==> src/sv/tfn_pkg.sv <==
// Shared types and constants for the triangle face normal unit.
package tfn_pkg;

  // Width of a scaled cross product magnitude, with the largest one in [2^30, 2^31).
  localparam int MAG_W = 31;
  // Width of the squared length and of the integer root.
  localparam int SUM_W = 64;
  localparam int ROOT_W = 32;
  // Width of the square root partial remainder.
  localparam int SREM_W = 35;
  // Width of each output component.
  localparam int OUT_W = 16;
  // Widest edge that keeps the cross product inside 64 bits.
  localparam int MAX_EDGE_W = 30;

  // Per-item flags that travel along with the data.
  typedef struct packed {
    logic [2:0] neg;    // sign of each cross product component, x in bit 0
    logic       degen;  // cross product is the zero vector
  } tfn_aux_t;

endpackage

==> src/sv/tfn_norm_cell.sv <==
// One step of the block normalizer: shifts all three magnitudes left by a fixed amount or not at all.
module tfn_norm_cell #(
  parameter int W  = 35,
  parameter int SH = 32
) (
  input  logic                 clk_i,
  input  logic                 rst_ni,
  input  logic                 en_i,
  input  logic                 valid_i,
  input  logic [2:0][W-1:0]    mag_i,
  input  tfn_pkg::tfn_aux_t    aux_i,
  output logic                 valid_o,
  output logic [2:0][W-1:0]    mag_o,
  output tfn_pkg::tfn_aux_t    aux_o
);

  logic [W-1:0]       any_bits;
  logic [2:0][W-1:0]  mag_d;

  // The common shift is taken when the top bits of every magnitude are clear.
  always_comb begin
    any_bits = mag_i[0] | mag_i[1] | mag_i[2];
    for (int j = 0; j < 3; j++) begin
      mag_d[j] = (any_bits[W-1 -: SH] == '0) ? (mag_i[j] << SH) : mag_i[j];
    end
  end

  always_ff @(posedge clk_i or negedge rst_ni) begin
    if (!rst_ni) begin
      valid_o <= 1'b0;
    end else if (en_i) begin
      valid_o <= valid_i;
    end
  end

  always_ff @(posedge clk_i) begin
    if (en_i) begin
      mag_o <= mag_d;
      aux_o <= aux_i;
    end
  end

endmodule

==> config.mk <==
export PLATFORM = sky130hd
export DESIGN_NAME = tfn_norm_cell
export DESIGN_NICKNAME = d
export VERILOG_FILES = /design/src/sv/tfn_pkg.sv /design/src/sv/tfn_norm_cell.sv
export SDC_FILE = /design/constraint.sdc
export NUM_CORES = 1
export LEC_CHECK = 0
export BUFFER_PORTS_ARGS = -buffer_cell sky130_fd_sc_hd__buf_2
export CORE_UTILIZATION = 40
export DETAILED_ROUTE_END_ITERATION = 7
export GPL_ROUTABILITY_DRIVEN = 0
export PLACE_DENSITY = 0.69
export SYNTH_ARGS = -nofsm -noshare
export SYNTH_HDL_FRONTEND = slang
export SYNTH_SLANG_ARGS = --single-unit
export TNS_END_PERCENT = 50
==> constraint.sdc <==
create_clock -name clk_i -period 1 [get_ports clk_i]
set_clock_uncertainty 0.1 [all_clocks]
set_input_delay 0.05 -clock clk_i [delete_from_list [all_inputs] [get_ports clk_i]]
set_output_delay 0.05 -clock clk_i [all_outputs]
set_load 0.02 [all_outputs]
After elaboration in Yosys (flattened, before gate mapping)
Index checks and enable logic that the tools add are counted.

Word-level logic and storage cells: 15. Input bits: 113. Bits in registers: 110.

Muxes and demuxes: 3. Reduce and logical (&&, ||, !) cells: 1. Bitwise logic cells: 2.

Operator list (number): 35-bit two-way mux (3); 35-bit OR (2); 32-bit logical NOT (1).

Longest topological paths before layout
Word-level depth: 4. Mapped depth: 5.

Least setup slack after synthesis
Ideal clock, no wire load.

Path type: input port to flip-flop. Start point: in mag_i[83] in the netlist's numbering. End point: reg mag_o[0] in the netlist's numbering, data pin. Stages: 5. Path slack: -0.540 ns. Data arrival time: 1.177 ns. Path buffers: 1. Data required time: 0.637 ns. Cell sequence: nor4_1 > nand4_1 > nor4_4 > buf_6 > a21boi_0.

Cells in the longest elaborated chain, start to end: 2.

RTL lines: start: declaration (line tfn_norm_cell.sv:10) `input logic [2:0][W-1:0] mag_i,`; 35-bit OR (line tfn_norm_cell.sv:22) `any_bits = mag_i[0] | mag_i[1] | mag_i[2];`; 32-bit logical NOT (line tfn_norm_cell.sv:24) `mag_d[j] = (any_bits[W-1 -: SH] == '0) ? (mag_i[j] << SH) : mag_i[j];`; end signal: assignment (line tfn_norm_cell.sv:38) `mag_o <= mag_d;`; end: declaration (line tfn_norm_cell.sv:13) `output logic [2:0][W-1:0] mag_o,`.

No other way between the ends. A chain may end at the register's enable or synchronous reset.

Final worst setup path
Start point: in mag_i[55] in the netlist's numbering. End point: reg mag_o[71] in the netlist's numbering, data pin.

Cells in the longest elaborated chain, start to end: 3.

RTL lines (line): 35-bit OR (2 in a row) (tfn_norm_cell.sv:22); 32-bit logical NOT (tfn_norm_cell.sv:24).

No other way between the ends.

==> metrics list <==
- The routed design has 11,100 um of wire.
* Maximum number of pins on one net before global-route repair: 54
- Clk Latency, worst-skew pair: 0.35 ns
- Counting along the longest clock path gives a buffer depth of 2.
* Clk pin slew, worst setup/hold paths: 0.09 ns
* Total number of yosys warnings: 0
- The H-tree generated during clock tree synthesis spans 3 levels.
* Setup WS post-layout: -0.254 ns
* Most frequent cells after synthesis: edfxtp_1 (109), clkbuf_1 (84), nor4_1 (23)
* Total Routing Usage GR: 0.202
- Synthesized Nets: 363
- Ranked by total cell area, the synthesized netlist is headed by edfxtp_1 (81%), clkbuf_1 (7.8%), nor4_1 (3.6%).
* Series of cell instances along the critical path: buf_2 > nor4_2 > nand4_1 > nor4_4 > buf_6 > a21boi_1
* EDFF count, synth: 109
- Share of Yosys cell area claimed by the top area cell type: 0.813
- The cell sitting at the root of the clock tree is a clkbuf_8.
- Cell type contributing the most total cell area after synthesis: edfxtp_1
- Setup repair after global routing could not meet its margin everywhere.
- Outcome: complete, but fails checks
* Sequential area share after synthesis: 0.819
- Setup Viol. Count Final: 129
- Layout Area Growth over Synthesis: 75.0%
* Core Rows: 36
* Placed wire-length estimate after detailed placement: 6960 um
- Across the run, the number of max-cap violations was 0.
* Period minus WS final: 1.25 ns
- The worst-case IR drop observed on VDD is 0.000841 V.
- Number of design rule violations left after detail routing: 0
* Reg2reg start: valid_o$_DFFE_PN0P_
- After detailed routing, the number of vias per cell comes to 4.55.
- The core region is 0.00977 mm2.
- Starting density of the core: 0.412
* Register bit total from synthesis: 110
- The final number of max-transition violations is 0.
- Registers take 0.00330 mm2.
* Overall Power: 10.4 mW
- The final reports fail on negative hold slack, negative setup slack.
- At the pin with the least slew margin, the transition time is 0.361 ns.
* Die area: 0.0105 mm2
- Reg-to-Reg End: valid_o$_DFFE_PN0P_
* Max Clock Freq: 797 MHz
- Critical Path Fanout Max: 10
* Final nets: 647
- Buffers inserted to repair hold after CTS numbered 109.
* Internal reg-to-reg setup slack: -0.02 ns
- Layout cells sized above 1: 0.546
- Antenna violation net count after detailed routing: 0
* First-pass detailed-route iteration total: 4
- The final hold violation count is 2.
* Worst endpoint data arrival time: 1.27 ns
- Cells on Worst Hold Path: 3
* Worst r2r path cells: 2
- Total negative setup slack: -9.58 ns
* Area of the multi-input gates: 537 um2
- The slowest stage of the critical path belongs to the cell nor4_4.
* Congestion Overflow GR: 0
- Height of the die: 102 um
* Share of the core filled with cells: 0.721
- The first global-routing pass estimated 15,300 um of wire.
- CTS tree: done
- For this block, the initial DRC count from the detailed router was 92.
- Start point of the worst min-delay path: mag_i[32]
* Critical path startpoint category: input pin
* # IOs: 223
- Post-Syn Instances: 250
- Hold EP: mag_o[32]$_DFFE_PP_
* Total clock buffers created by CTS: 9
* Initial antenna violation count: 0
- The tree built by TritonCTS fans out to 110 sinks.
- Fill count: 643
- Leak Pwr: 2.90 nW
* Inserted Diodes: 0
* Worst setup EP type: register
- After synthesis the cells add up to 0.00403 mm2.
- Yosys mapped the design onto 16 distinct sky130hd cell types.
- Vias post-DR: 3,056
- Startpoint-to-endpoint class of the critical path: in -> reg
* Worst slew slack as a fraction of its limit: 0.757
* Worst hold slack across all endpoints: -0.0119 ns
- The via count of the first global-routing pass was 3,197.
- Buffers placed on the I/O ports in this run total 222.
* Post-synthesis async set-or-reset flop share: 0.00909
- A synthesized cell averages 16.1 um2.
- Predominant post-synthesis flop cell: edfxtp_1
- Period Utilization, post-route: 1.25
- Library cell with the highest instance count after synthesis: edfxtp_1
- Type of the worst min-delay path: in -> reg
- Power spread over the standard cell area amounts to 1470 mW/mm2.
- CP max stage delay: 0.35 ns
- Average wire per cell in the routed design: 16.5 um
- Die Width: 102 um
- Data on the critical path is required at its endpoint by 1.01 ns.
## per-stage QoR
step,cells,area (um2),setup WS (ns)
final,671,7050,-0.254
after global routing,671,7050,-0.287
after CTS,670,6840,-0.222
after detailed placement,546,5260,-0.730
after global placement,546,5260,-0.703
after floorplan,250,4080,-0.517
## critical path, delay by kind of cell
family | cells | cell delay (ns)
and+or+nand+nor | 3 | 0.85
AOI/OAI and AO/OA | 1 | 0.06
buffers and inverters | 2 | 0.30
## final cells by class
class                   count  area share
multi-input cells          51      0.0762
clock inverters             4      0.0103
well taps                 133      0.0236
clock buffers              11      0.0186
flip-flops and latches    110       0.468
repair buffers            362       0.403
## cells in the final DEF (no fill, tap or decap)
cell type,instances
dfrtp_1,1
mux2_2,1
nor4_4,8
clkinvlp_4,1
a31o_1,1
dlygate4sd3_1,109
nand4_1,6
clkbuf_1,2
buf_12,2
buf_6,60
clkbuf_8,9
buf_2,162
nor4_2,8
bufinv_16,2
clkinv_2,1
nor2_1,1
a21boi_2,3
buf_4,28
a31o_2,8
nor4_1,9
edfxtp_1,109
a21boi_1,6
buf_8,1
## kinds of logic after synthesis
kind of cell / synth area share
AND/OR/NAND/NOR: 0.0544
flip-flops: 0.819
buffers and inverters: 0.0873
AO/OA/AOI/OAI: 0.0364
multiplexers: 0.00280
## how the worst max path moves through the flow
stage,from,end,slack [ns]
2_1_floorplan,mag_i[38],mag_o[0]$_SDFFCE_PN0P_,-0.52
3_3_place_gp,mag_i[85],mag_o[72]$_SDFFCE_PN0P_,-0.70
3_5_place_dp,mag_i[85],mag_o[71]$_SDFFCE_PN0P_,-0.73
4_1_cts,mag_i[26],mag_o[71]$_SDFFCE_PN0P_,-0.22
5_1_grt,mag_i[89],mag_o[71]$_SDFFCE_PN0P_,-0.29
6_report,mag_i[55],mag_o[71]$_SDFFCE_PN0P_,-0.25
## routing by layer
metal	wire length (um)	part of all wire	GRT usage
met5	0	0	0
met4	140	0.013	0.0670
met3	788	0.071	0.0616
met2	6170	0.56	0.385
met1	3990	0.36	0.209
## power breakdown
part	leakage (nW)	switching, mW	internal (mW)
clock	0.0994	1.41	1.40
sequential	1.08	0.138	5.47
combinational	1.72	0.954	1.01
## flip-flops by register name, summed over array words and instances, names as in the netlist
register / flops
aux_o: 4
mag_o: 105
valid_o: 1
## timing repair
item | 4_1_cts | 5_1_grt
setup buffers | 0 | 1
pin swaps | 6 | 3
hold endpoints to repair | 111 | 2
setup endpoints to repair | 128 | 128
gates resized for setup | 76 | 60
No activity file was read; power rests on OpenSTA's default activity.
