$ cat config.mk
export PLATFORM = sky130hd
export DESIGN_NAME = tfn_div_cell
export DESIGN_NICKNAME = d
export VERILOG_FILES = /design/src/sv/tfn_pkg.sv /design/src/sv/tfn_div_cell.sv
export SDC_FILE = /design/constraint.sdc
export NUM_CORES = 1
export LEC_CHECK = 0
export BUFFER_PORTS_ARGS = -buffer_cell sky130_fd_sc_hd__buf_2
export CAP_MARGIN = 30
export CORE_MARGIN = 2
export CORE_UTILIZATION = 40
export DETAILED_ROUTE_END_ITERATION = 8
export GPL_ROUTABILITY_DRIVEN = 1
export GPL_TIMING_DRIVEN = 1
export HOLD_SLACK_MARGIN = 0.15
export PLACE_DENSITY = 0.71
export SLEW_MARGIN = 20
export SYNTH_ARGS = -nofsm -noshare
export SYNTH_HDL_FRONTEND = slang
export SYNTH_SLANG_ARGS = --single-unit
export TNS_END_PERCENT = 30
$ cat constraint.sdc
create_clock -name clk_i -period 0.9 [get_ports clk_i]
set_input_delay 0.09 -clock clk_i [delete_from_list [all_inputs] [get_ports clk_i]]
set_output_delay 0.09 -clock clk_i [all_outputs]
set_load 0.01 [all_outputs]
$ cat src/sv/tfn_pkg.sv
// Shared types and constants for the triangle face normal unit.
package tfn_pkg;

  // Width of a scaled cross product magnitude, with the largest one in [2^30, 2^31).
  localparam int MAG_W = 31;
  // Width of the squared length and of the integer root.
  localparam int SUM_W = 64;
  localparam int ROOT_W = 32;
  // Width of the square root partial remainder.
  localparam int SREM_W = 35;
  // Width of each output component.
  localparam int OUT_W = 16;
  // Widest edge that keeps the cross product inside 64 bits.
  localparam int MAX_EDGE_W = 30;

  // Per-item flags that travel along with the data.
  typedef struct packed {
    logic [2:0] neg;    // sign of each cross product component, x in bit 0
    logic       degen;  // cross product is the zero vector
  } tfn_aux_t;

endpackage

$ cat src/sv/tfn_div_cell.sv
// One quotient bit of the three component divisions by the length.
module tfn_div_cell #(
  parameter int QN = 15
) (
  input  logic                            clk_i,
  input  logic                            rst_ni,
  input  logic                            en_i,
  input  logic                            valid_i,
  input  logic [2:0][tfn_pkg::ROOT_W-1:0] rem_i,
  input  logic [2:0][QN-1:0]              low_i,
  input  logic [2:0][QN-1:0]              quo_i,
  input  logic [tfn_pkg::ROOT_W-1:0]      len_i,
  input  tfn_pkg::tfn_aux_t               aux_i,
  output logic                            valid_o,
  output logic [2:0][tfn_pkg::ROOT_W-1:0] rem_o,
  output logic [2:0][QN-1:0]              low_o,
  output logic [2:0][QN-1:0]              quo_o,
  output logic [tfn_pkg::ROOT_W-1:0]      len_o,
  output tfn_pkg::tfn_aux_t               aux_o
);

  logic [tfn_pkg::ROOT_W:0]          part [3];
  logic [2:0]                        fits;
  logic [2:0][tfn_pkg::ROOT_W-1:0]   rem_d;

  // Restoring division step on each lane; the remainder stays below the length.
  always_comb begin
    for (int j = 0; j < 3; j++) begin
      part[j]  = {rem_i[j], low_i[j][QN-1]};
      fits[j]  = (part[j] >= {1'b0, len_i});
      rem_d[j] = fits[j] ? tfn_pkg::ROOT_W'(part[j] - {1'b0, len_i})
                         : tfn_pkg::ROOT_W'(part[j]);
    end
  end

  always_ff @(posedge clk_i or negedge rst_ni) begin
    if (!rst_ni) begin
      valid_o <= 1'b0;
    end else if (en_i) begin
      valid_o <= valid_i;
    end
  end

  always_ff @(posedge clk_i) begin
    if (en_i) begin
      for (int j = 0; j < 3; j++) begin
        rem_o[j] <= rem_d[j];
        low_o[j] <= {low_i[j][QN-2:0], 1'b0};
        quo_o[j] <= {quo_i[j][QN-2:0], fits[j]};
      end
      len_o <= len_i;
      aux_o <= aux_i;
    end
  end

endmodule
Word-level counts from Yosys, hierarchy flattened
Index checks and enable logic that the tools add are counted.
{ "classes": {"mux": 3, "add_sub_neg": 3, "order_cmp": 3} }
{ "ops": {"columns": ["operator", "count"], "rows": [
  [">= comparator 33 x 32 -> 1 bit", 3],
  ["two-way mux 32 bit", 3],
  ["subtractor 32 bit", 3]
]} }
{ "word_totals": {"out_inout_bits": 223, "ff_bits": 220, "word_cells": 22, "input_bits": 226} }

Logic depth before layout (Yosys ltp)
Gate-level depths: netlist of the first run.
{ "logic_depth": {"word_depth": 2, "mapped_depth": 15, "ltp_nobuf": 12} }

Least setup slack after synthesis of the first run
No wires, ideal clock.
{ "synth_timing": {"path_kind": "input port to flip-flop", "start": "in len_i[17] (netlist bit)", "end": "reg rem_o[11] (netlist bit), data pin", "cell_stages": 12, "path_slack_ns": -1.913, "arrival_time_ns": 2.553, "required_time_ns": 0.640, "path_buffers": 2, "path_cell_list": "inv_1 > ha_1 > clkbuf_1 > nand4_1 > or3_1 > o41ai_2 > or3_1 > a21oi_1 > or2_1 > inv_2 > buf_4 > mux2_2"} }
{ "synth_lines": {"columns": ["element", "line", "source"], "rows": [
  ["start, declared", "tfn_div_cell.sv:12", "input logic [tfn_pkg::ROOT_W-1:0] len_i,"],
  ["end signal, assigned by index", "tfn_div_cell.sv:47", "rem_o[j] <= rem_d[j];"],
  ["end, declared", "tfn_div_cell.sv:15", "output logic [2:0][tfn_pkg::ROOT_W-1:0] rem_o,"]
]} }

==> impl_metrics.json, run 1 <==
{
  "status": "finished with violations",
  "violations": "hold timing, setup timing",
  "ys_top_cells_by_count": "219 x edfxtp_1, 96 x ha_1, 91 x nand2_1, 91 x o21ai_0, 81 x a21oi_1",
  "worstPathCellList": "buf_2 -> inv_4 -> ha_1 -> nor2b_2 -> o21ai_2 -> a21boi_2 -> o31a_1 -> buf_4 -> o221ai_2 -> a211oi_4 -> or4_1 -> xor2_1 -> mux2_4",
  "totalWireLength_um": 56100,
  "holdCritPathClass": "in2reg",
  "clockBufferDepth": 3,
  "yosysMostFrequentCell": "edfxtp_1",
  "initial_core_util_pct": 40.7,
  "drt-initial-drc-count": 894,
  "crit_buf_inv": 3,
  "synth_warnings": 0,
  "nFillCells": 2302,
  "slew_headroom_pct": 62.1,
  "vias": 14200,
  "synth_edf_count": 219,
  "drt_pass1_iterations": 5,
  "yosys.area.top_type": "edfxtp_1",
  "synth_seq_cells": 220,
  "final_cells": 2677,
  "place_congestion": 0.899,
  "synth_top_area_share_pct": 49.5,
  "grt_pass1_wl_um": 80700,
  "period_share_pct": 261,
  "synth.area.mux_share_pct": 4.68,
  "yosysSeqAreaShare_pct": 49.7,
  "ys_top_cells_by_area": "edfxtp_1 50%, ha_1 9.0%, o21ai_0 3.4%",
  "synthArstFlopShare_pct": 0.455,
  "synthSimpleGateAreaFrac_pct": 10.7,
  "yosys.cell_types.count": 78,
  "slowest_stage": "or4_1",
  "tritoncts": "done",
  "pwr_density_cell_nw_per_um2": 1590,
  "finalClockSkew_ns": 0,
  "worstPathArrival_ns": 2.66,
  "setup_viol_count_final": 324,
  "cts-root-buf": "clkbuf_16",
  "synthToLayoutAreaGrowth_pct": 74.6,
  "cp.required_ns": 1.22,
  "finalNetCount": 2536,
  "cts.sinks": 220,
  "cp_max_fo": 3,
  "clk_pin_slew_ns": 0.06,
  "drt-vias-per-instance": 5.29,
  "dieArea_sq_um": 34700,
  "antenna_found_initial": 6,
  "p_leak_nw": 10.6,
  "track_usage_pct": 30.7,
  "cts_inserted_buffers": 27,
  "setup_slack_ns": -1.45,
  "min_from": "len_i[1]",
  "hpwl_um": 39200,
  "period_needed_ns": 2.35,
  "core_sq_um": 32600,
  "synth_cells": 1187,
  "worst_path_largest_cell_delay_ns": 0.46,
  "synthAdderAreaFrac_pct": 9.50,
  "worstSetupPathType": "in2reg",
  "ir_worst_vdd_mv": 1.44,
  "multi_input_area_sq_um": 7140,
  "dp_cells": 2388,
  "drive_above_1_share_pct": 48.1,
  "synth_top_family_by_area": "compound AO/OA/AOI/OAI gates",
  "place.port_buffers": 442,
  "post-route-util_pct": 71.1,
  "syn_area_sq_um": 13300,
  "maxSlewViolCount": 0,
  "syn_avg_cell_area_sq_um": 11.2,
  "grt_max_degree": 35,
  "grt-ovfl-total": 0,
  "rrSetupSlack_ns": 0.16,
  "synth_compound_area_share_pct": 16.6,
  "p_total_w": 0.0369,
  "drv_cap": 0,
  "clock_latency_ns": 0.55,
  "min_to": "len_o[1]",
  "row_count": 66,
  "die_width_um": 186,
  "holdWs_ns": -0.212,
  "end_kind": "flop",
  "grt_pass1_vias": 14800,
  "r2r_end": "valid_o",
  "rsz0062_at_grt": "true",
  "final-seq-area_sq_um": 6600,
  "synth_xor_area_share_pct": 4.81,
  "reg2reg_depth": 1,
  "boundaryPins": 449,
  "max_slew.worst_pin.slew_ns": 0.567,
  "drtAntennaViolNets": 0,
  "wl_per_cell_um": 20.9,
  "ctsHtreeMaxLevel": 1,
  "chipHeight_um": 186,
  "startpoint_type": "input port",
  "path_delay_family": "compound AO/OA/AOI/OAI gates",
  "ys.flop_type": "edfxtp_1",
  "clock.fmax_mhz": 426,
  "finalHoldViolCount": 7,
  "worstHoldPathCells": 1,
  "drc": 0,
  "r2r_start": "valid_o"
}
[cell type report]
cell class	count	area share [%]
timing repair buffer	1041	33.2
multi-input combinational	850	30.8
sequential	220	28.5
clock buffer	33	3.01
tap	442	2.38
inverter	70	1.44
clock inverter	17	0.674
timing repair inverter	1	0.0486
antenna	3	0.0324
[kinds of logic after synthesis]
logic type,after synthesis
flip-flops,220
XOR/XNOR,73
multiplexers,50
buffers and inverters,119
AO/OA/AOI/OAI,340
adder cells (fa/ha/maj),99
other,1
AND/OR/NAND/NOR,285
[worst max-delay path by stage]
stage              start   endpoint  cells past startpoint  slack, ns
5_1_grt        len_i[12]  rem_o[12]                     14      -1.52
2_1_floorplan   len_i[1]  rem_o[41]                     14      -1.81
3_5_place_dp   len_i[12]  rem_o[95]                     15      -2.49
6_report        len_i[2]  rem_o[22]                     13      -1.45
3_3_place_gp   len_i[12]  rem_o[95]                     15      -2.46
4_1_cts        len_i[12]  rem_o[17]                     15      -1.55
[where the power goes]
part / internal [W] / total [W] / switching, W
registers: 0.0128 / 0.0133 / 0.000477
logic: 0.00666 / 0.0129 / 0.00625
clock network: 0.00613 / 0.0107 / 0.00458
total: 0.0256 / 0.0369 / 0.0113
[state kept, by name, summed over array words and instances, names as in the netlist]
| name | flops |
|---|---|
| len_o | 32 |
| low_o | 42 |
| aux_o | 4 |
| quo_o | 45 |
| rem_o | 96 |
| valid_o | 1 |
[routing by layer]
layer / vias to the layer above / share of wire, % / GRT usage [%]
met3: 183 / 6.5 / 5.39
met4: 6 / 5.8 / 17.1
met1: 6832 / 36 / 33.1
met5: - / 0.066 / 0
li1: 6509 / - / -
met2: 631 / 51 / 56.9
[through the flow]
step	area, sq um	worst slack (ns)	TNS [ns]
6_report	23200	-1.45	-192.74
4_1_cts	22700	-1.55	-195.03
3_5_place_dp	18900	-2.49	-210.61
3_3_place_gp	18900	-2.46	-209.15
5_1_grt	23200	-1.52	-208.41
2_1_floorplan	13500	-1.81	-158.96
[cell usage in the layout, fill, tap and decap left out, types with 28 or more instances in the layout]
cell type / netlist / routed
buf_4: 5 / 359
inv_1: 68 / 50
nor2_1: 50 / 47
dlygate4sd3_1: 0 / 217
mux2_4: 17 / 39
ha_1: 96 / 75
xnor2_1: 52 / 51
o21ai_0: 91 / 57
buf_2: 4 / 425
edfxtp_1: 219 / 219
a21o_1: 56 / 56
nand2_1: 91 / 89
clkbuf_16: 0 / 28
a21oi_1: 81 / 64
[timing repair]
action                                 in CTS  in global routing
hold buffers                              214                  3
buffers inserted                           13                  8
setup endpoints to repair                 319                319
gates cloned                                5                  1
gates resized for setup                   144                 99
pin swaps                                  33                 32
endpoints found under the hold margin     437                223
No activity file was read; power rests on OpenSTA's default activity.
==> run 2, diff against run 1 <==
--- a/config.mk
+++ b/config.mk
@@ -13,7 +13,7 @@
 export GPL_ROUTABILITY_DRIVEN = 1
 export GPL_TIMING_DRIVEN = 1
 export HOLD_SLACK_MARGIN = 0.15
-export PLACE_DENSITY = 0.71
+export PLACE_DENSITY_LB_ADDON = 0.08
 export SLEW_MARGIN = 20
 export SYNTH_ARGS = -nofsm -noshare
 export SYNTH_HDL_FRONTEND = slang
==> impl_metrics.json, run 2 (synthesis results as in run 1) <==
{
  "status": "finished with violations",
  "violations": "hold timing, setup timing",
  "grt_pass1_wl_um": 74100,
  "multi_input_area_sq_um": 7660,
  "die_width_um": 186,
  "cts_inserted_buffers": 25,
  "pwr_density_cell_nw_per_um2": 1520,
  "wl_per_cell_um": 19.3,
  "final-seq-area_sq_um": 6600,
  "period_needed_ns": 2.40,
  "clockBufferDepth": 3,
  "clock.fmax_mhz": 416,
  "layout_common_cells": "420 x buf_2, 366 x buf_4, 219 x edfxtp_1",
  "final_common_cell": "buf_2",
  "maxSlewViolCount": 0,
  "worstPathCellList": "buf_8 -> clkinvlp_4 -> ha_4 -> nand4_1 -> or3_4 -> o41ai_4 -> or3_4 -> a21oi_2 -> or2_4 -> inv_8 -> clkbuf_16 -> mux2_4",
  "post-route-util_pct": 73.9,
  "core_sq_um": 32600,
  "antenna_found_initial": 5,
  "finalNetCount": 2569,
  "regMostFlops": "rem_o",
  "end_kind": "flop",
  "ir_worst_vdd_mv": 1.62,
  "track_usage_pct": 28.0,
  "cp.required_ns": 1.18,
  "worstSetupPathType": "in2reg",
  "drc": 0,
  "row_count": 66,
  "p_total_w": 0.0366,
  "path_common_cell": "or3_4",
  "crit_buf_inv": 4,
  "chipHeight_um": 186,
  "rsz0062_at_grt": "true",
  "clock_latency_ns": 0.53,
  "place_congestion": 0.934,
  "cp_max_fo": 5,
  "tritoncts": "done",
  "startpoint_type": "input port",
  "drt_pass1_iterations": 7,
  "p_leak_nw": 10.9,
  "holdCritPathClass": "in2reg",
  "vias": 13900,
  "ctsHtreeMaxLevel": 1,
  "finalClockSkew_ns": 0,
  "period_share_pct": 267,
  "grt-ovfl-total": 0,
  "hpwl_um": 36200,
  "slowest_stage": "or3_4",
  "drt-vias-per-instance": 5.12,
  "initial_core_util_pct": 40.7,
  "drtAntennaViolNets": 0,
  "setup-tns-final_ns": -185.57,
  "grt_pass1_vias": 13800,
  "place.port_buffers": 442,
  "path_delay_family": "simple AND/OR/NAND/NOR gates",
  "synthToLayoutAreaGrowth_pct": 81.6,
  "worst_path_largest_cell_delay_ns": 0.40,
  "largest_reg_flops": 96,
  "cts.sinks": 220,
  "setup_viol_count_final": 319,
  "reg_top3": "rem_o (96), quo_o (45), low_o (42)",
  "nFillCells": 2287,
  "drt-initial-drc-count": 806,
  "dieArea_sq_um": 34700,
  "drive_above_1_share_pct": 52.2,
  "drv_cap": 0,
  "clk_pin_slew_ns": 0.06,
  "totalWireLength_um": 52300,
  "setup_slack_ns": -1.50,
  "boundaryPins": 449,
  "grt_max_degree": 34,
  "finalHoldViolCount": 2,
  "worstPathArrival_ns": 2.68,
  "cts-root-buf": "clkbuf_16",
  "holdWs_ns": -0.233
}
==> run 2: cell types whose count changed in the layout (fill, tap and decap cells not counted), sizes merged <==
cell / change
bufinv: -1
inv: -4
clkbuf: -6
bufbuf: -2
buf: +34
clkinvlp: +4
clkinv: +3
dlygate4sd3: +1
==> run 2: worst paths after layout <==
kind / start / to / slack [ns] / cells past startpoint
worst min register to register: valid_o / valid_o / 0.52 / 1
max in group asynchronous: rst_ni / valid_o / 0.40 / 3
worst max register to register: valid_o / valid_o / 0.15 / 1
worst min-delay path: len_i[0] / len_o[0] / -0.23 / 1
worst max-delay path: len_i[19] / rem_o[21] / -1.50 / 12
min in group asynchronous: rst_ni / valid_o / 0.40 / 3
==> run 2: metrics by stage <==
step,worst slack [ns],std cells,cell area (sq um)
after floorplan,-1.81,1189,13500
after global placement,-2.24,2379,18800
after detailed placement,-2.26,2379,18800
after CTS,-1.46,2685,23100
after global routing,-1.55,2706,24100
final,-1.50,2706,24100
==> run 2: layer usage <==
layer  share of wire [%]  wire, um  track usage [%]
met5               0.023        12                0
met1                  41     21500             35.7
met3                 6.4      3330             3.84
met4                 2.5      1310             6.77
met2                  50     26100             50.0
==> run 2: area by class of cell <==
type	instances	share of cell area [%]
diodes	3	0.0311
clock buffers	27	2.63
clock inverters	17	0.519
inverters	70	1.43
multi-input cells	850	31.8
flip-flops and latches	220	27.4
well taps	442	2.29
repair buffers	1074	33.8
repair inverters	3	0.140
==> run 2: repair_timing <==
action,CTS,global route
hold endpoints to repair,415,170
cloned,12,2
hold buffers,215,3
gates resized for setup,238,181
pin swaps,63,55
setup endpoints to repair,319,319
setup buffers,36,25
==> run 2: power breakdown <==
part           internal [W]  total, W  switching (W)
sequential           0.0128    0.0132       0.000397
clock               0.00537   0.00960        0.00423
combinational       0.00728    0.0138        0.00650
total                0.0254    0.0366         0.0111
