--- config.mk ---
export PLATFORM = sky130hd
export DESIGN_NAME = tfn_sqrt_cell
export DESIGN_NICKNAME = d
export VERILOG_FILES = /design/src/sv/tfn_pkg.sv /design/src/sv/tfn_sqrt_cell.sv
export SDC_FILE = /design/constraint.sdc
export NUM_CORES = 1
export LEC_CHECK = 0
export ABC_AREA = 1
export BUFFER_PORTS_ARGS = -buffer_cell sky130_fd_sc_hd__clkbuf_2
export CORE_MARGIN = 10
export CORE_UTILIZATION = 40
export CTS_CLUSTER_DIAMETER = 120
export DETAILED_ROUTE_END_ITERATION = 6
export HOLD_SLACK_MARGIN = 0.1
export PLACE_DENSITY = 0.71
export SYNTH_ARGS = -nofsm -noshare
export SYNTH_HDL_FRONTEND = slang
export SYNTH_SLANG_ARGS = --single-unit
--- constraint.sdc ---
create_clock -name clk_i -period 2.3 [get_ports clk_i]
set_clock_uncertainty 0.05 [all_clocks]
set_input_delay 0 -clock clk_i [delete_from_list [all_inputs] [get_ports clk_i]]
set_output_delay 0 -clock clk_i [all_outputs]
set_load 0.02 [all_outputs]
--- src/sv/tfn_pkg.sv ---
// Shared types and constants for the triangle face normal unit.
package tfn_pkg;

  // Width of a scaled cross product magnitude, with the largest one in [2^30, 2^31).
  localparam int MAG_W = 31;
  // Width of the squared length and of the integer root.
  localparam int SUM_W = 64;
  localparam int ROOT_W = 32;
  // Width of the square root partial remainder.
  localparam int SREM_W = 35;
  // Width of each output component.
  localparam int OUT_W = 16;
  // Widest edge that keeps the cross product inside 64 bits.
  localparam int MAX_EDGE_W = 30;

  // Per-item flags that travel along with the data.
  typedef struct packed {
    logic [2:0] neg;    // sign of each cross product component, x in bit 0
    logic       degen;  // cross product is the zero vector
  } tfn_aux_t;

endpackage

--- src/sv/tfn_sqrt_cell.sv ---
// One digit of the integer square root: settles one root bit per cell.
module tfn_sqrt_cell #(
  parameter int PW = 97
) (
  input  logic                          clk_i,
  input  logic                          rst_ni,
  input  logic                          en_i,
  input  logic                          valid_i,
  input  logic [tfn_pkg::SUM_W-1:0]     x_i,
  input  logic [tfn_pkg::SREM_W-1:0]    rem_i,
  input  logic [tfn_pkg::ROOT_W-1:0]    root_i,
  input  logic [PW-1:0]                 pay_i,
  output logic                          valid_o,
  output logic [tfn_pkg::SUM_W-1:0]     x_o,
  output logic [tfn_pkg::SREM_W-1:0]    rem_o,
  output logic [tfn_pkg::ROOT_W-1:0]    root_o,
  output logic [PW-1:0]                 pay_o
);

  logic [tfn_pkg::SREM_W-1:0] shifted;
  logic [tfn_pkg::SREM_W-1:0] trial;
  logic                       fits;

  // Bring in the next two radicand bits and try the next root bit.
  always_comb begin
    shifted = {rem_i[tfn_pkg::SREM_W-3:0], x_i[tfn_pkg::SUM_W-1 -: 2]};
    trial   = {1'b0, root_i, 2'b01};
    fits    = (shifted >= trial);
  end

  always_ff @(posedge clk_i or negedge rst_ni) begin
    if (!rst_ni) begin
      valid_o <= 1'b0;
    end else if (en_i) begin
      valid_o <= valid_i;
    end
  end

  always_ff @(posedge clk_i) begin
    if (en_i) begin
      x_o    <= {x_i[tfn_pkg::SUM_W-3:0], 2'b00};
      rem_o  <= fits ? (shifted - trial) : shifted;
      root_o <= {root_i[tfn_pkg::ROOT_W-2:0], fits};
      pay_o  <= pay_i;
    end
  end

endmodule

# After elaboration in Yosys (flattened, before gate mapping)
# Index checks and enable logic that the tools add are counted.
[word_totals] ff_bits=227 input_bits=232 output_inout_bits=229
[classes] addsub=1 magnitude_cmp=1 muxes=1
[op_table] operator=">= comparator 35 x 34 -> 1 bit" count=1
[op_table] operator="two-way mux 35 bit" count=1
[op_table] operator="subtractor 35 x 34 -> 35 bit" count=1

# Depth between registers and ports, before layout
# Gate-level depths: netlist (run 1).
[depth] ltp_word=2 ltp_mapped=16

# Worst setup path after synthesis (run 1)
# OpenSTA, ideal clock, no wires.
[synth_path] kind="input port to flip-flop" from="in root_i[13] (netlist name)" to="reg rem_o[26] (netlist name) (data pin)" setup_time_ns=0.253 t_arrival_ns=1.397 slack_ns=0.600 stages=14 path_buffers=1 path_cell_list="inv_1 -> ha_1 -> nand2_1 -> nor2_2 -> inv_2 -> nor2_2 -> nand2_1 -> nor3_1 -> nor2_1 -> nand2_4 -> inv_4 -> buf_6 -> nand2_1 -> nand2_1"
[synth_between] elab_chain_cells=2 elab_cells_between_ends=3 classes_between="add/sub: 1; order compare: 1; mux: 1"
[synth_rtl] item="from (decl)" line_no="tfn_sqrt_cell.sv:11" rtl="input logic [tfn_pkg::ROOT_W-1:0] root_i,"
[synth_rtl] item="subtractor 35 x 34 -> 35 bit / >= comparator 35 x 34 -> 1 bit (equally long branches)" line_no="tfn_sqrt_cell.sv:42, tfn_sqrt_cell.sv:28"
[synth_rtl] item="two-way mux 35 bit (*)" line_no="tfn_sqrt_cell.sv:42" rtl="rem_o <= fits ? (shifted - trial) : shifted;"
[synth_rtl] item="to (signal assigned)" line_no="tfn_sqrt_cell.sv:42"
[synth_rtl] item="to (decl)" line_no="tfn_sqrt_cell.sv:15" rtl="output logic [tfn_pkg::SREM_W-1:0] rem_o,"
# Mark *: on every way between the ends. The rest lies on a longest branch, timed or not.
# A chain may end at the register's enable or synchronous reset.

# Final worst setup path (run 1)
[layout_path] from="in root_i[11] (netlist name)" to="reg rem_o[2] (netlist name) (data pin)"
[layout_between] elab_chain_cells=2
[layout_rtl] item=">= comparator 35 x 34 -> 1 bit" line_no="tfn_sqrt_cell.sv:28" rtl="fits = (shifted >= trial);"
[layout_rtl] item="two-way mux 35 bit" line_no="tfn_sqrt_cell.sv:42"
# No other way between the ends.

==> run metrics, run 1 <==
status finished clean; hold slack 0.156 ns; # H-tree levels 1; min cycle time layout 2.12 ns; CTS Buf Count 24; Finished Layout Cells 1950; setup bufs post-CTS 0; DR WL/cell 20.8 um; Final Cycle Share 92.1%; Core Area 24400 um^2; largest family of logic cells by synthesized area simple AND/OR/NAND/NOR gates; io pins 461; most common cell after layout, fill and taps aside clkbuf_2; Clk pin slew, worst setup/hold paths 0.06 ns; Post-synth top flop edfxtp_1; chip width 178 um; Final Hold Viols 0; nets 1869; synthesized instance count 888; Post-synth EDFFs 226; Crit Path Max Fanout 34; commonest non-fill, non-tap cells in the layout clkbuf_2, nand2_1, dlygate4sd3_1; syn avg cell area 11.2 um^2; gr usage total 24.2%; CP required 2.51 ns; Cell Pwr Density 715 nW/um^2; RSZ-0062 raised after global routing no; Pleak 7.60 nW; routed vias/inst 4.74; root buf cell clkbuf_16; Util after Layout 64.6%; Synth async-reset ratio 0.441%; crit path kind input port to register; fill cell count 1864; global-route wire length before repair 58.4 mm; Synth cell types 29; Num Clock Sinks 227; largest net degree at the start of global routing 55; vias in the first global route 9547; routability cong. 0.939; Initial Util 40.7%; synth-to-layout area growth 58.7%; sequential element share of the synthesized area 68.6%; Routed Antenna Nets 0; drt pass-1 iters 5; worst hold path class input port to register; Post-Syn Area 9930 um^2; Post-Synth Simple-Gate Area 17.4%; post-synthesis mux area share 0.113%; MaxCap Viol Count 0; CTS tree done; maximum clock path buffer count 3; setup violators final 0; fmax 472 MHz; xor/xnor cell area share of the yosys netlist 1.59%; Cells after DPL 1670; Synthesis Warnings 0; die height 178 um; DRT iter0 DRCs 663; data arrival time of the critical path 2.33 ns; Port Buffers 456; row cnt 57; share of cells above drive strength 1 31.8%; Worst setup SP type input port; DP HPWL 28.4 mm; Clock Latency Late Sink 0.50 ns; grt total ovfl 0; synthesized-area fraction occupied by adder cells 4.28%; initial antenna violation count 5; TNS Setup 0 ns; Residual DRC 0; critical path capture point type register; via count 9251; Synth Area in Compound Gates 2.36%; VDD IR-drop max 0.588 mV; total die area 31500 um^2; synthesized flop and latch total 227; Slew Limit Fails 0; total routed wirelength 40.5 mm
## worst paths after layout
check                            from  depth (start not counted)  slack [ns]       end
setup / recovery           root_i[11]                         15        0.18  rem_o[2]
hold / removal                 x_i[4]                          2        0.16    x_o[6]
setup reg to reg              valid_o                          2        0.95   valid_o
hold reg to reg               valid_o                          2        1.01   valid_o
max in group asynchronous      rst_ni                          3        1.82   valid_o
min in group asynchronous      rst_ni                          3        0.28   valid_o
## report_power, final
part	switching [mW]	internal (mW)
logic	1.53	0.923
registers	0.131	4.99
clock network	1.59	2.10
total	3.25	8.01
## what timing repair did
item                                   CTS  global route
setup endpoints to repair                0            35
endpoints found under the hold margin  276             0
hold buffers                           231             0
resized for setup                        0             8
## critical path: stages
cell           delay (ns)
dlygate4sd3_1        0.56
clkbuf_2             0.13
inv_1                0.04
ha_1                 0.37
nand2_1              0.11
inv_1                0.09
nand2_1              0.10
nor2_1               0.14
nand4_1              0.13
nand3_2              0.14
nand3_2              0.09
nand2_4              0.13
inv_8                0.11
nand2_1              0.10
nand2_1              0.07
## cell usage after synthesis, types with 2 or more instances
library cell,count,area (um^2)
nand4_1,5,31.3
nor3_1,7,35.0
nand2_1,305,1140
xor2_1,16,140
a21oi_1,28,140
nand3_1,34,170
buf_4,5,37.5
o21ai_0,7,35.0
inv_1,126,473
nor3_2,2,20.0
edfxtp_1,226,6790
xnor2_1,2,17.5
o21bai_1,2,15.0
nor2_2,2,12.5
inv_2,4,15.0
nand3b_1,9,67.6
buf_6,3,33.8
nor2_1,59,221
ha_1,34,425
a21o_1,2,15.0
o21a_1,2,15.0
## through the flow
stage,setup WS [ns],power (mW),instance area [um^2]
final,0.182,11.3,15800
after detailed placement,0.164,7.24,12700
after global routing,0.0190,11.7,15800
after CTS,0.135,11.2,15700
after floorplan,0.600,6.31,9940
after global placement,0.194,7.19,12700
## cell type report
type / instances / area (um^2) / area share (%)
inverter: 131 / 499 / 3.17
multi-input combinational: 523 / 2580 / 16.4
timing repair buffer: 696 / 4710 / 29.9
sequential: 227 / 6810 / 43.2
clock buffer: 28 / 637 / 4.04
tap: 324 / 405 / 2.57
antenna: 5 / 12.5 / 0.0794
clock inverter: 16 / 109 / 0.690
## state kept, by name (all words and copies together), names as in the netlist
signal	cells
rem_o	35
x_o	62
root_o	32
pay_o	97
valid_o	1
## logic make-up after synthesis
family / after synthesis
simple gates: 425
flops: 227
buf+inv: 139
compound gates: 43
fa+ha+maj: 34
xor+xnor: 18
other cells: 1
mux: 1
## metal layers
layer	vias up	track usage [%]	part of all wire, %
met3	81	5.89	7.8
met5	-	0	0.017
met2	437	44.8	53
li1	4380	-	-
met1	4351	25.9	35
met4	2	9.38	3.8
No activity file was read; power rests on OpenSTA's default activity.
==> inputs of run 2 (changes only) <==
ABC_AREA = default   (was 1)
CORE_AREA = 10 10 169 171   (was default)
CORE_MARGIN = default   (was 10)
CORE_UTILIZATION = default   (was 40)
DIE_AREA = 0 0 179 181   (was default)
PLACE_DENSITY = 0.68   (was 0.71)
==> run 2 against run 1 <==
Against the previous run: the flow now finishes with violations (negative hold slack); first-iteration DRC count down 12%; critical path depth fell by 6; clock power increased by 4%; worst hold slack got worse by 0.40 ns; register-to-register slack is essentially flat; final area up 1.8%; final cell count is 9.4% lower; maximum frequency is 7.8% lower; synthesized cell count shrank 33%; via count fell by 8.4%; global-route usage fell by 1.7 points; largest cell class unchanged; sequential cell count unchanged.
==> run metrics, run 2 <==
routability cong. 0.906 (-3.5%); Num Clock Sinks 227 (unchanged); setup violators final 0 (unchanged); slowest stage delay, CP 0.60 ns (+0.04 ns); Crit Path Max Fanout 5 (-85%); Final Hold Viols 1 (+1); MaxCap Viol Count 0 (unchanged); Util after Layout 64.1% (-0.52 points); Biggest register pay_o; crit path kind input port to register; DRT iter0 DRCs 585 (-12%); Synth area leader edfxtp_1; CTS Buf Count 25 (+4.2%); synthesized-area fraction occupied by adder cells 4.59% (+0.30 points); Port Buffers 456 (unchanged); VDD IR-drop max 0.558 mV (-5.1%); commonest non-fill, non-tap cells in the layout clkbuf_2, dlygate4sd3_1, edfxtp_1; maximum clock path buffer count 3 (unchanged); worst hold path class input port to register; hold slack -0.243 ns (-0.399 ns); vias in the first global route 8976 (-6.0%); Clk pin slew, worst setup/hold paths 0.06 ns (about the same); routed vias/inst 4.79 (+1.0%); row cnt 58 (+1.8%); # H-tree levels 1 (unchanged); die height 181 um (+1.9%); Routed Antenna Nets 0 (unchanged); Post-synth EDFFs 226 (unchanged); Clock Latency Late Sink 0.52 ns (+0.02 ns); global routing's busiest layer met2; Cells after DPL 1481 (-11%); DR WL/cell 21.9 um (+5.6%); nets 1677 (-10%); Core Area 25000 um^2 (+2.6%); Slew Limit Fails 0 (unchanged); post-synthesis mux area share 1.82% (+1.7 points); status complete, but fails checks; root buf cell clkbuf_16; Initial Util 37.0% (-3.7 points); via count 8470 (-8.4%); initial antenna violation count 8 (+3); synthesized instance count 598 (-33%); Post-Synth Simple-Gate Area 5.65% (-12 points); Cell Pwr Density 725 nW/um^2 (+1.5%); data arrival time of the critical path 2.53 ns (+0.20 ns); Worst slew margin 63.3%; critical path capture point type register; Largest register FFs 97 (unchanged); Worst setup SP type input port; xor/xnor cell area share of the yosys netlist 2.93% (+1.3 points); global-route track usage on met1 23.2% (-2.7 points); total die area 32400 um^2 (+2.7%); placed cell areas 12800 um^2 (+0.75%); gr usage total 22.5% (-1.7 points); largest registers pay_o (97), x_o (62), rem_o (35); io pins 461 (unchanged); DP HPWL 27.1 mm (-4.8%); worst-path cell chain dlygate4sd3_1, ha_4, and3_4, nor4_1, nor2_1, o31ai_4, o21ai_4, clkbuf_16, mux2_4; slowest CP cell dlygate4sd3_1; fmax 435 MHz (-7.8%); total power 11.6 mW (+3.3%); Synth async-reset ratio 0.441% (unchanged); synth-to-layout area growth 73.1%; Synth cell types 61 (+110%); synthesized flop and latch total 227 (unchanged); count leader, synth edfxtp_1; met3 Track Usage GR 6.57% (+0.68 points); M2 GR Usage 40.9% (-3.9 points); final instance area 16100 um^2 (+1.8%); Synth Area in Compound Gates 8.71% (+6.4 points); area fraction of the dominant cell type after synthesis 73.2% (+4.8 points); global-route wire length before repair 55.9 mm (-4.2%); Post-Syn Area 9280 um^2 (-6.6%); Finished Layout Cells 1767 (-9.4%); share of cells above drive strength 1 44.0% (+12 points); Final Cycle Share 99.9% (+7.8 points); Residual DRC 0 (unchanged); synth cell count leaders edfxtp_1, a21oi_1, inv_1; grt total ovfl 0 (unchanged); CP required 2.53 ns (+0.02 ns); largest family of logic cells by synthesized area compound AO/OA/AOI/OAI gates; syn avg cell area 15.5 um^2 (+39%); Synth area leaders edfxtp_1, ha_1, a21oi_1; chip width 179 um (+0.80%); drt pass-1 iters 7 (+2); violated checks negative hold slack; Least-Margin Pin Slew 0.550 ns; Pleak 7.21 nW (-5.2%); CTS tree done; Post-synth top flop edfxtp_1; sequential element share of the synthesized area 73.4% (+4.9 points); largest net degree at the start of global routing 64 (+16%); Synthesis Warnings 0 (unchanged); total routed wirelength 38.7 mm (-4.3%); min cycle time layout 2.30 ns (+0.180 ns); most common cell after layout, fill and taps aside clkbuf_2
[run 2: cell types whose count changed after synthesis, sizes merged, moves of 8 or more]
cell | before | now
nand3b | 9 | 1
nand2 | 306 | 20
inv | 131 | 46
xnor2 | 2 | 21
mux2 | 1 | 12
o21ai | 8 | 22
nand3 | 35 | 2
nor2 | 61 | 45
a21oi | 29 | 50
[run 2: critical path: cells and delay by family]
family | cells | cell delay (ns)
buffers and inverters | 2 | 0.83
and+or+nand+nor | 3 | 0.55
AOI/OAI and AO/OA | 2 | 0.53
muxes | 1 | 0.30
adders and majority gates | 1 | 0.31
[run 2: routing by layer]
metal | vias to the layer above | share of wire (%) | wire, um
met1 | 4063 | 34 | 13200
li1 | 3906 | - | -
met3 | 83 | 8.8 | 3420
met4 | 0 | 4.3 | 1670
met2 | 418 | 53 | 20400
met5 | - | 0 | 0
[run 2: report_power, final]
part	internal, mW	total (mW)	switching [mW]
clock	2.23	3.84	1.61
combinational	1.18	2.66	1.49
sequential	5.00	5.13	0.129
[run 2: cell families after synthesis]
group / after synthesis
adder cells (fa/ha/maj): 34
buffers and inverters: 59
flip-flops: 227
other: 1
AO/OA/AOI/OAI: 121
multiplexers: 15
AND/OR/NAND/NOR: 110
XOR/XNOR: 31
[run 2: layout make-up]
type	count	area, um^2
Clock inverter	13	125
Antenna cell	8	20.0
Timing Repair Buffer	798	5550
Fill cell	1786	8980
Clock buffer	32	652
Tap cell	330	413
Multi-Input combinational cell	313	2310
Inverter	46	173
Sequential cell	227	6810
[run 2: worst paths after layout]
path | depth (start not counted) | slack, ns | endpoint | from
min | 2 | -0.24 | rem_o[3] | rem_i[1]
max | 9 | 0.003 | rem_o[32] | rem_i[25]
min in group asynchronous | 3 | 0.27 | valid_o | rst_ni
max in group asynchronous | 3 | 1.83 | valid_o | rst_ni
min reg2reg | 2 | 1.00 | valid_o | valid_o
max reg2reg | 2 | 0.96 | valid_o | valid_o
[run 2: metrics by stage]
step	TNS (ns)	setup slack, ns
2_1_floorplan	0	0.0376
3_3_place_gp	-9.87	-0.382
3_5_place_dp	-11.30	-0.426
4_1_cts	0	0.0282
5_1_grt	-0.989	-0.0742
6_report	0	0.00277
[run 2: timing repair]
action	4_1_cts	5_1_grt
setup endpoints to repair	0	27
endpoints found under the hold margin	283	6
buffers inserted	0	3
resized for setup	0	21
hold buffers	229	5
